**src/rtl/sra_pkg.sv**
```systemverilog
// Shared types and constants for the segment reorder and ack receiver.
package sra_pkg;

  localparam int SEQ_W  = 31;
  localparam int LEN_W  = 11;
  localparam int KIND_W = 2;

  localparam logic [KIND_W-1:0] KIND_DELIVER = 2'd0;
  localparam logic [KIND_W-1:0] KIND_ACK     = 2'd1;
  localparam logic [KIND_W-1:0] KIND_FIN     = 2'd2;

  typedef struct packed {
    logic [SEQ_W-1:0] segment_seq;
    logic [LEN_W-1:0] segment_length;
  } in_item_t;

  typedef struct packed {
    logic [KIND_W-1:0] result_kind;
    logic [SEQ_W-1:0]  out_seq;
    logic [LEN_W-1:0]  out_length;
    logic [SEQ_W-1:0]  ack_number;
    logic              last_result;
  } out_item_t;

  // One buffered out-of-order segment descriptor.
  typedef struct packed {
    logic [SEQ_W-1:0] seq;
    logic [LEN_W-1:0] len;
  } slot_t;

endpackage

```
**src/rtl/segment_reorder_ack_receiver.sv**
```systemverilog
// Segment reorder receiver with cumulative acks: sequencer, slot table and output register.
//
// Each segment descriptor is taken in S_IDLE, after which in_stall stays high until
// its last result has been loaded into the output register. A single compare/add unit
// and the one read port of the slot RAM set the pace. After accept and decode, the
// in-order deliver and ack and the final ack each load from a state of their own.
// A free-slot search walks the valid bits one slot a cycle (up to SLOTS slots). Every
// drain pass reads the table one slot at a time (S_SCAN, then S_CMP) and restarts
// from slot 0 after each match. A drained deliver is loaded from S_CMP once the output
// register is free. An in-order segment is delivered and acked and then drains the table;
// a zero-length segment (end of file) drains the table and ends with a FIN. A later
// segment is stored in a free slot, and an old or oversized one goes to the final ack.
// The result register lets the last result wait on out_stall while the next item is taken.
module segment_reorder_ack_receiver
  import sra_pkg::*;
#(
  parameter int SLOTS       = 16,
  parameter int MAX_PAYLOAD = 1456
) (
  input  logic      clk,
  input  logic      rst_n,
  input  logic      in_valid,
  output logic      in_stall,
  input  in_item_t  in_data,
  output logic      out_valid,
  input  logic      out_stall,
  output out_item_t out_data
);

  localparam int IDX_W = (SLOTS > 1) ? $clog2(SLOTS) : 1;
  localparam logic [IDX_W-1:0] LAST_IDX = IDX_W'(SLOTS - 1);
  localparam logic [LEN_W-1:0] MAX_LEN  = LEN_W'(MAX_PAYLOAD);

  typedef enum logic [2:0] {
    S_IDLE,
    S_DECODE,
    S_DLV,
    S_ACK0,
    S_SCAN,
    S_CMP,
    S_FREE,
    S_FINAL
  } state_t;

  state_t           state_r, state_nxt;
  logic [SEQ_W-1:0] expected_r, expected_nxt;
  logic [SLOTS-1:0] valid_r, valid_nxt;
  logic [IDX_W-1:0] idx_r, idx_nxt;
  logic [SEQ_W-1:0] seq_r, seq_nxt;
  logic [LEN_W-1:0] len_r, len_nxt;
  logic             out_valid_r, out_valid_nxt;
  out_item_t        out_data_r, out_data_nxt;

  logic             slot_free;
  logic             load;
  out_item_t        load_item;
  logic             wr_en;
  slot_t            rd_slot;
  logic [$bits(slot_t)-1:0] rd_bits;
  logic [SEQ_W-1:0] probe;
  logic [LEN_W-1:0] addend;
  logic             cmp_eq, cmp_gt;
  logic [SEQ_W-1:0] cmp_sum;

  assign rd_slot = slot_t'(rd_bits);

  sra_ram #(
    .WIDTH ($bits(slot_t)),
    .DEPTH (SLOTS)
  ) u_slots (
    .clk     (clk),
    .wr_en   (wr_en),
    .wr_addr (idx_r),
    .wr_data ({seq_r, len_r}),
    .rd_addr (idx_r),
    .rd_data (rd_bits)
  );

  assign probe  = (state_r == S_CMP) ? rd_slot.seq : seq_r;
  assign addend = (state_r == S_CMP) ? rd_slot.len : len_r;

  sra_cmp u_cmp (
    .base   (expected_r),
    .probe  (probe),
    .addend (addend),
    .eq     (cmp_eq),
    .gt     (cmp_gt),
    .sum    (cmp_sum)
  );

  assign slot_free = !out_valid_r || !out_stall;
  assign in_stall  = (state_r != S_IDLE);
  assign out_valid = out_valid_r;
  assign out_data  = out_data_r;

  always_comb begin
    state_nxt    = state_r;
    expected_nxt = expected_r;
    valid_nxt    = valid_r;
    idx_nxt      = idx_r;
    seq_nxt      = seq_r;
    len_nxt      = len_r;
    load         = 1'b0;
    load_item    = '0;
    wr_en        = 1'b0;

    unique case (state_r)
      S_IDLE: begin
        if (in_valid) begin
          seq_nxt   = in_data.segment_seq;
          len_nxt   = in_data.segment_length;
          state_nxt = S_DECODE;
        end
      end
      S_DECODE: begin
        idx_nxt = '0;
        if (len_r == '0) begin
          state_nxt = S_SCAN;
        end else if (len_r > MAX_LEN) begin
          state_nxt = S_FINAL;
        end else if (cmp_eq) begin
          state_nxt = S_DLV;
        end else if (cmp_gt) begin
          state_nxt = S_FREE;
        end else begin
          state_nxt = S_FINAL;
        end
      end
      S_DLV: begin
        if (slot_free) begin
          load                = 1'b1;
          load_item.result_kind = KIND_DELIVER;
          load_item.out_seq     = seq_r;
          load_item.out_length  = len_r;
          state_nxt           = S_ACK0;
        end
      end
      S_ACK0: begin
        // expected still equals seq here, so the sum is seq + length
        if (slot_free) begin
          load                  = 1'b1;
          load_item.result_kind = KIND_ACK;
          load_item.ack_number  = cmp_sum;
          expected_nxt          = cmp_sum;
          idx_nxt               = '0;
          state_nxt             = S_SCAN;
        end
      end
      S_SCAN: begin
        state_nxt = S_CMP;
      end
      S_CMP: begin
        if (valid_r[idx_r] && cmp_eq) begin
          if (slot_free) begin
            load                  = 1'b1;
            load_item.result_kind = KIND_DELIVER;
            load_item.out_seq     = rd_slot.seq;
            load_item.out_length  = rd_slot.len;
            expected_nxt          = cmp_sum;
            valid_nxt[idx_r]      = 1'b0;
            idx_nxt               = '0;
            state_nxt             = S_SCAN;
          end
        end else if (idx_r == LAST_IDX) begin
          state_nxt = S_FINAL;
        end else begin
          idx_nxt   = idx_r + 1'b1;
          state_nxt = S_SCAN;
        end
      end
      S_FREE: begin
        if (!valid_r[idx_r]) begin
          wr_en            = 1'b1;
          valid_nxt[idx_r] = 1'b1;
          state_nxt        = S_FINAL;
        end else if (idx_r == LAST_IDX) begin
          // table full: segment dropped
          state_nxt = S_FINAL;
        end else begin
          idx_nxt = idx_r + 1'b1;
        end
      end
      S_FINAL: begin
        if (slot_free) begin
          load                  = 1'b1;
          load_item.result_kind = (len_r == '0) ? KIND_FIN : KIND_ACK;
          load_item.ack_number  = expected_r;
          load_item.last_result = 1'b1;
          state_nxt             = S_IDLE;
        end
      end
      default: state_nxt = S_IDLE;
    endcase

    out_valid_nxt = out_valid_r;
    out_data_nxt  = out_data_r;
    if (load) begin
      out_valid_nxt = 1'b1;
      out_data_nxt  = load_item;
    end else if (!out_stall) begin
      out_valid_nxt = 1'b0;
    end
  end

  always_ff @(posedge clk) begin
    if (!rst_n) begin
      state_r     <= S_IDLE;
      expected_r  <= '0;
      valid_r     <= '0;
      idx_r       <= '0;
      out_valid_r <= 1'b0;
    end else begin
      state_r     <= state_nxt;
      expected_r  <= expected_nxt;
      valid_r     <= valid_nxt;
      idx_r       <= idx_nxt;
      out_valid_r <= out_valid_nxt;
    end
    seq_r      <= seq_nxt;
    len_r      <= len_nxt;
    out_data_r <= out_data_nxt;
  end

endmodule

```
**src/rtl/sra_ram.sv**
```systemverilog
// Generic single-write, single-read RAM with registered read data.
module sra_ram #(
  parameter int WIDTH = 8,
  parameter int DEPTH = 16,
  localparam int AW = (DEPTH > 1) ? $clog2(DEPTH) : 1
) (
  input  logic             clk,
  input  logic             wr_en,
  input  logic [AW-1:0]    wr_addr,
  input  logic [WIDTH-1:0] wr_data,
  input  logic [AW-1:0]    rd_addr,
  output logic [WIDTH-1:0] rd_data
);

  logic [WIDTH-1:0] mem [DEPTH];
  logic [WIDTH-1:0] rd_data_r;

  always_ff @(posedge clk) begin
    if (wr_en) begin
      mem[wr_addr] <= wr_data;
    end
    rd_data_r <= mem[rd_addr];
  end

  assign rd_data = rd_data_r;

endmodule

```
**src/rtl/sra_cmp.sv**
```systemverilog
// Shared sequence unit: equality and greater-than compare plus byte-count add.
module sra_cmp
  import sra_pkg::*;
(
  input  logic [SEQ_W-1:0] base,
  input  logic [SEQ_W-1:0] probe,
  input  logic [LEN_W-1:0] addend,
  output logic             eq,
  output logic             gt,
  output logic [SEQ_W-1:0] sum
);

  assign eq  = (probe == base);
  assign gt  = (probe > base);
  // wraps modulo 2^31
  assign sum = base + SEQ_W'(addend);

endmodule

```
**config.mk**
```make
export PLATFORM = sky130hd
export DESIGN_NAME = segment_reorder_ack_receiver
export DESIGN_NICKNAME = d
export VERILOG_FILES = /design/src/rtl/sra_pkg.sv /design/src/rtl/segment_reorder_ack_receiver.sv /design/src/rtl/sra_ram.sv /design/src/rtl/sra_cmp.sv
export SDC_FILE = /design/constraint.sdc
export NUM_CORES = 1
export LEC_CHECK = 0
export BUFFER_PORTS_ARGS = -buffer_cell sky130_fd_sc_hd__buf_2
export CORE_AREA = 4 4 304 306
export DETAILED_ROUTE_END_ITERATION = 6
export DIE_AREA = 0 0 308 310
export HOLD_SLACK_MARGIN = 0.12
export PLACE_DENSITY = 0.61
export SETUP_SLACK_MARGIN = 0.1
export SLEW_MARGIN = 30
export SYNTH_ARGS = -nofsm -noshare
export SYNTH_HDL_FRONTEND = slang
export SYNTH_HIERARCHICAL = 1
export SYNTH_SLANG_ARGS = --single-unit
```
**constraint.sdc**
```tcl
create_clock -name clk -period 9.4 [get_ports clk]
set_clock_uncertainty 0.1 [all_clocks]
set_input_delay 0.47 -clock clk [delete_from_list [all_inputs] [get_ports clk]]
set_output_delay 0.47 -clock clk [all_outputs]
set_load 0.05 [all_outputs]
```
* Word level (Yosys, flattened, before mapping)
Memory sizes are Yosys's and may differ from the RTL's. A register that Yosys moved wholly into a read port is not among the register bits.
Index checks and enable logic that the tools add are counted.
** Word-level totals
- Memory bits (read-only) :: 0
- Logic and storage cells :: 108
- Memory bits (writable) :: 672
- Bits in latches :: 0
- Input port bits :: 46
- Memories kept :: 1
- Flip-flop bits (word level) :: 173
** Cells by class
- Multiplexer cells :: 51
- Bitwise gates (word level) :: 3
- Shift-type cells :: 0
- $mul :: 0
- Equality and inequality tests :: 18
- $add $sub $neg :: 2
- Divide/modulo/power cells :: 0
- Reduce and logical (&&, ||, !) cells :: 17
- Order comparisons :: 4
** Memory list
- u_slots.mem :: depth 16, width 42, read ports 1, clocked after memory_dff 1, write ports 1, line sra_ram.sv:15 : logic [WIDTH-1:0] mem [DEPTH];
** Operator list (count)
- 42-bit two-way mux :: 3
- 31-bit two-way mux :: 4
- 31-bit one-hot mux with 2 select lines :: 2
- 42-bit one-hot mux with 2 select lines :: 1
- 16-bit two-way mux :: 3
- 32-bit two-way mux :: 1
- 16-bit one-hot mux with 2 select lines :: 1
- 31-bit by 11-bit adder with 31-bit output :: 1
- 31-bit == test :: 1
- 31-bit > comparator :: 1
- 3-bit two-way mux :: 10
- 3-bit one-hot mux with 8 select lines :: 1
- 16-bit bitwise AND :: 1
- 4-bit two-way mux :: 4
- 16-bit NOT :: 1
- 16-bit OR :: 1
- 4-bit one-hot mux with 4 select lines :: 1
- 3-bit == test, second input constant :: 4
- 1-bit two-way mux :: 12
- 2-bit != test, second input constant :: 6
- 11-bit > comparator, second input constant :: 1
- 11-bit logical NOT :: 1
- 11-bit two-way mux :: 1
- 2-bit one-hot mux with 4 select lines :: 1
- other kinds (22) :: 32

* Logic depth before layout (Yosys ltp)
- Word-level depth :: 9
- Depth in mapped cells :: 18
- Mapped depth without buffers :: 14

* Cells and area by module
Netlist, hierarchy kept.
** By module, submodules not included
- sra_ram :: sequential area each 21020.2 um^2, area an instance 26058.7 um^2, instances 1, cells each 1092
- segment_reorder_ack_receiver :: sequential area each 4644.5 um^2, area an instance 8017.7 um^2, instances 1, cells each 687
- sra_cmp :: sequential area each 0.0 um^2, area an instance 1611.5 um^2, instances 1, cells each 230

* Worst setup path before layout
No wires, ideal clock.
- Path kind :: flip-flop to flip-flop
- Start :: register state_r[2]
- End :: register out_data_r (netlist bit out_data[0]) (enable)
- Stages on the path, launching flop included :: 17
- Required time :: 8.696 ns
- Arrival time :: 8.528 ns
- Setup time :: 0.604 ns
- Path slack :: 0.168 ns
- Period minus slack after synthesis :: 9.232 ns
- Cells stage by stage :: dfxtp_1 -> buf_2 -> nor2b_1 -> and2_1 -> clkbuf_1 -> buf_1 -> mux2_2 -> ha_1 -> nand4_1 -> nor4_1 -> and3_1 -> inv_1 -> a211oi_1 -> a2bb2o_4 -> buf_6 -> a21oi_2 -> nor3_1
** On the way
- Cells in the longest elaborated chain, start to end :: 6
- Elaborated cells between the ends (all ways) :: 10
** Ends and longest elaborated chain
- from (decl) :: line segment_reorder_ack_receiver.sv:45 : state_t state_r, state_nxt;
- from (signal assigned) :: line segment_reorder_ack_receiver.sv:213 : state_r <= state_nxt;
- 3-bit == test :: line segment_reorder_ack_receiver.sv:79 : assign probe = (state_r == S_CMP) ? rd_slot.seq : seq_r;
- 31-bit two-way mux :: line segment_reorder_ack_receiver.sv:79
- net probe[28] :: line segment_reorder_ack_receiver.sv:60 : logic [SEQ_W-1:0] probe;
- 31-bit == test :: line sra_cmp.sv:13 : assign eq = (probe == base);
- net cmp_eq :: line segment_reorder_ack_receiver.sv:62 : logic cmp_eq, cmp_gt;
- 1-bit logical AND :: line segment_reorder_ack_receiver.sv:153 : if (valid_r[idx_r] && cmp_eq) begin
- 1-bit two-way mux :: line segment_reorder_ack_receiver.sv:153
- 1-bit one-hot mux with 2 select lines :: line segment_reorder_ack_receiver.sv:107 : unique case (state_r)
- net load :: line segment_reorder_ack_receiver.sv:55 : logic load;
- to (signal assigned) :: line segment_reorder_ack_receiver.sv:221 : out_data_r <= out_data_nxt;
- to (decl) :: line segment_reorder_ack_receiver.sv:52 : out_item_t out_data_r, out_data_nxt;
The timed path passes the listed nets, and every way through them passes these cells.
A chain may end at the register's enable or synchronous reset.

* Final worst setup path
- Start :: register state_r[0]
- End :: register out_data_r (netlist bit out_data[50]) (enable)
Same word-level chain as after synthesis.

==> key figures <==
Status
  • Outcome: completed

Logic synthesis
  • Post-Syn Area: ~36000 um^2
  • Synth Area in XOR/XNOR: 0.687%
  • Synth Register Bits: approximately 900
  • Post-Synth Adder-Cell Area: under 10%
  • Top cell type's share of synthesized area: 66.5%
  • Simple logic cell fraction of the synthesized area: between 4 and 5%
  • Fraction of registers with async set/reset: 0%
  • Mapped Avg Cell Area: 17.8 um^2
  • Most used DFF post-synth: edfxtp_1
  • Compound-cell area share of the yosys netlist: 5.17%
  • Yosys warns: 6
  • Area contributors post-synth: edfxtp_1, mux4_2, dfxtp_1
  • Mapped Cells: between 2000 and 2500
  • Yosys top cell by area: edfxtp_1
  • Main combinational cell family by area after synthesis: multiplexers
  • Net Count, Synth: around 2100
  • Multiplexer area fraction after synthesis: 13.9%
  • Sequential fraction of the synthesis area: 71.9%
  • Synth cell types: 65
  • Post-synth EDFFs: 790

Critical path
  • CP Max Fanout: 57
  • Worst setup EP type: flip-flop
  • CP Launch Type: flip-flop
  • WP data arrival: between 5000 and 6000 ps
  • Worst path required time: 9580 ps
  • Type of the worst setup path: flip-flop to flip-flop

Pwr
  • Static Leak: 13.0 nW
  • Clk pwr share: 40.7%
  • Comb pwr share: 7.4%
  • Int Pwr: 6.72 mW
  • P_sw: 2.03 mW
  • Sw Ratio: between 20 and 25%
  • Sequential Power Share: 51.9%
  • PwrDens: around 210 nW/um^2
  • Worst vdd ir: 0.000136 V
  • Pwr Total: around 9 mW

Placement
  • Placed cell areas: between 30000 and 40000 um^2
  • Placer Congestion: 0.857
  • Port Buffers: 123
  • Post-DP HPWL: 50600 um
  • Dpl ws: approximately 3700 ps
  • Cell count after placement: 3237

Timing
  • Setup_tns: 0 ps
  • Worst hold slack: between 200 and 300 ps
  • FMAX: 173 MHz
  • Final Max Tran Viols: 0
  • Count of final setup violators: 0
  • Final WS setup: 3610 ps
  • Relative slew slack: 34.6%
  • Period utilisation layout: 61.6%
  • Final Hold Fails: 0
  • Tmin final: around 5800 ps
  • Unrepaired setup endpoints after global routing: false
  • Slew @ Worst Pin: 982 ps

Drt
  • Initial DRT Pass Iterations: 7
  • Wire length per cell: 25.9 um
  • Remaining DRCs: 0
  • Vias per cell: 5.62
  • ANT nets after route: 0
  • Routed Wire Length: 89300 um
  • Vias: 19400
  • Initial DRC count: roughly 1700

Global route
  • GRT overflow: 0
  • Number of global-route vias before repair: 19700
  • First-pass GRT wire length: 132000 um
  • Initial antenna violation count: 1
  • GRT Total Usage: about a fifth
  • Largest net degree at the start of global routing: 133

Layout
  • Multi-input gate area: 9420 um^2
  • Fin area: just over 40000 um^2
  • Antenna Cells: 0
  • Share of layout cells above drive strength 1: 25.1%
  • Final core occ: a little under half
  • Final nets: 2290
  • Filler Cells Inserted: 7531
  • Area grow syn2layout: 15.3%
  • Final cell count without fillers: 3448
  • Reg area: 25700 um^2

Die
  • Initial Util: 39.8%
  • Die width: 308 um
  • Core area: approximately 90000 um^2
  • Full die area: 95500 um^2
  • Ports: ~120
  • Die height: slightly above 300 um
  • # rows: 110

Clock network
  • H-Tree Depth: 3
  • TritonCTS Buffers: 90
  • Register clock-pin slew on the reported worst setup and hold paths: 60 ps
  • Clock Latency Late Sink: 650 ps
  • Root buffer cell: clkbuf_16
  • Setup bufs post-CTS: 0
  • Number of clock sinks: roughly 890
  • Clk buf depth: 3
  • CTS tree: yes

Job
  • MaxCap Viol Count: 0

Worst hold path
  • Hold Path Class: primary input to flip-flop
[registers in the layout (all words and copies together) (netlist names), named ones only]
signal	cells
state_r	3
expected_r	31
idx_r	4
len_r	11
u_slots/rd_data	42
out_valid	1
u_slots/mem	672
seq_r	31
out_data	76
[power by group through the flow]
stage	Combinational [mW]	Clock [mW]	Sequential [mW]
5_1_grt	0.696	3.80	4.56
6_report	0.647	3.56	4.54
3_3_place_gp	0.621	0	4.62
4_1_cts	0.649	3.64	4.55
3_5_place_dp	0.633	0	4.63
2_1_floorplan	0.351	0	4.70
[worst max-delay path, cell delays in order (launching register included)]
cell,delay [ps]
dfxtp_1,610
and2_4,490
buf_4,650
mux2_2,420
ha_1,300
nand4_1,100
nor3_1,270
and3_1,370
inv_1,80
a211oi_1,240
a2bb2o_4,690
a21oi_2,180
nor3_2,400
buf_4,440
[area by class of cell]
class | instances | area share (%)
timing repair buffer | 212 | 3.54
clock inverter | 45 | 1.10
sequential | 887 | 62.4
clock buffer | 122 | 6.09
tap | 1176 | 3.58
multi-input combinational | 964 | 22.9
inverter | 42 | 0.383
[logic make-up after synthesis]
logic type | Yosys count
XOR/XNOR | 28
multiplexers | 279
AND/OR/NAND/NOR | 367
AO/OA/AOI/OAI | 243
adder cells (fa/ha/maj) | 47
buffers and inverters | 158
flip-flops | 887
[synthesized netlist by cell type, types with 17 or more instances]
library cell,n
edfxtp_1,790
mux4_2,169
nand2_1,150
nor2_1,115
dfxtp_1,97
a22oi_1,84
mux2i_1,65
clkbuf_1,63
ha_1,46
mux2_2,43
a32oi_1,42
inv_1,41
a21oi_1,34
nand4_1,29
xnor2_1,26
o21ai_0,24
buf_2,22
nor3_1,17
[cell usage in the layout (no fill, tap or decap), types with 46 or more instances in the layout]
master	instances
clkbuf_16	93
edfxtp_1	790
nand2_1	150
ha_1	46
a22oi_1	84
nor2_1	101
mux4_2	169
dfxtp_1	94
buf_2	122
mux2i_1	65
[routing by layer]
metal / GRT usage, % / vias to the layer above / part of all wire, %
met1: 26.3 / 10200 / 44
li1: - / 8394 / -
met2: 30.7 / 675 / 48
met5: 0 / - / 0
met4: 4.92 / 0 / 2.0
met3: 2.77 / 123 / 6.0
[path summary, 6_finish.rpt]
check        depth (start not counted)            to       start  slack, ps
max                                 13  out_data[50]  state_r[0]       3610
min                                  4    state_r[0]    in_valid        270
max reg2reg                         13  out_data[50]  state_r[0]       3610
min reg2reg                          2     flip-flop   flip-flop        380
[repair_timing]
action	CTS	global route
resized for setup	0	0
hold endpoints to repair	42	0
hold buffers	42	0
No activity file was read; power rests on OpenSTA's default activity.
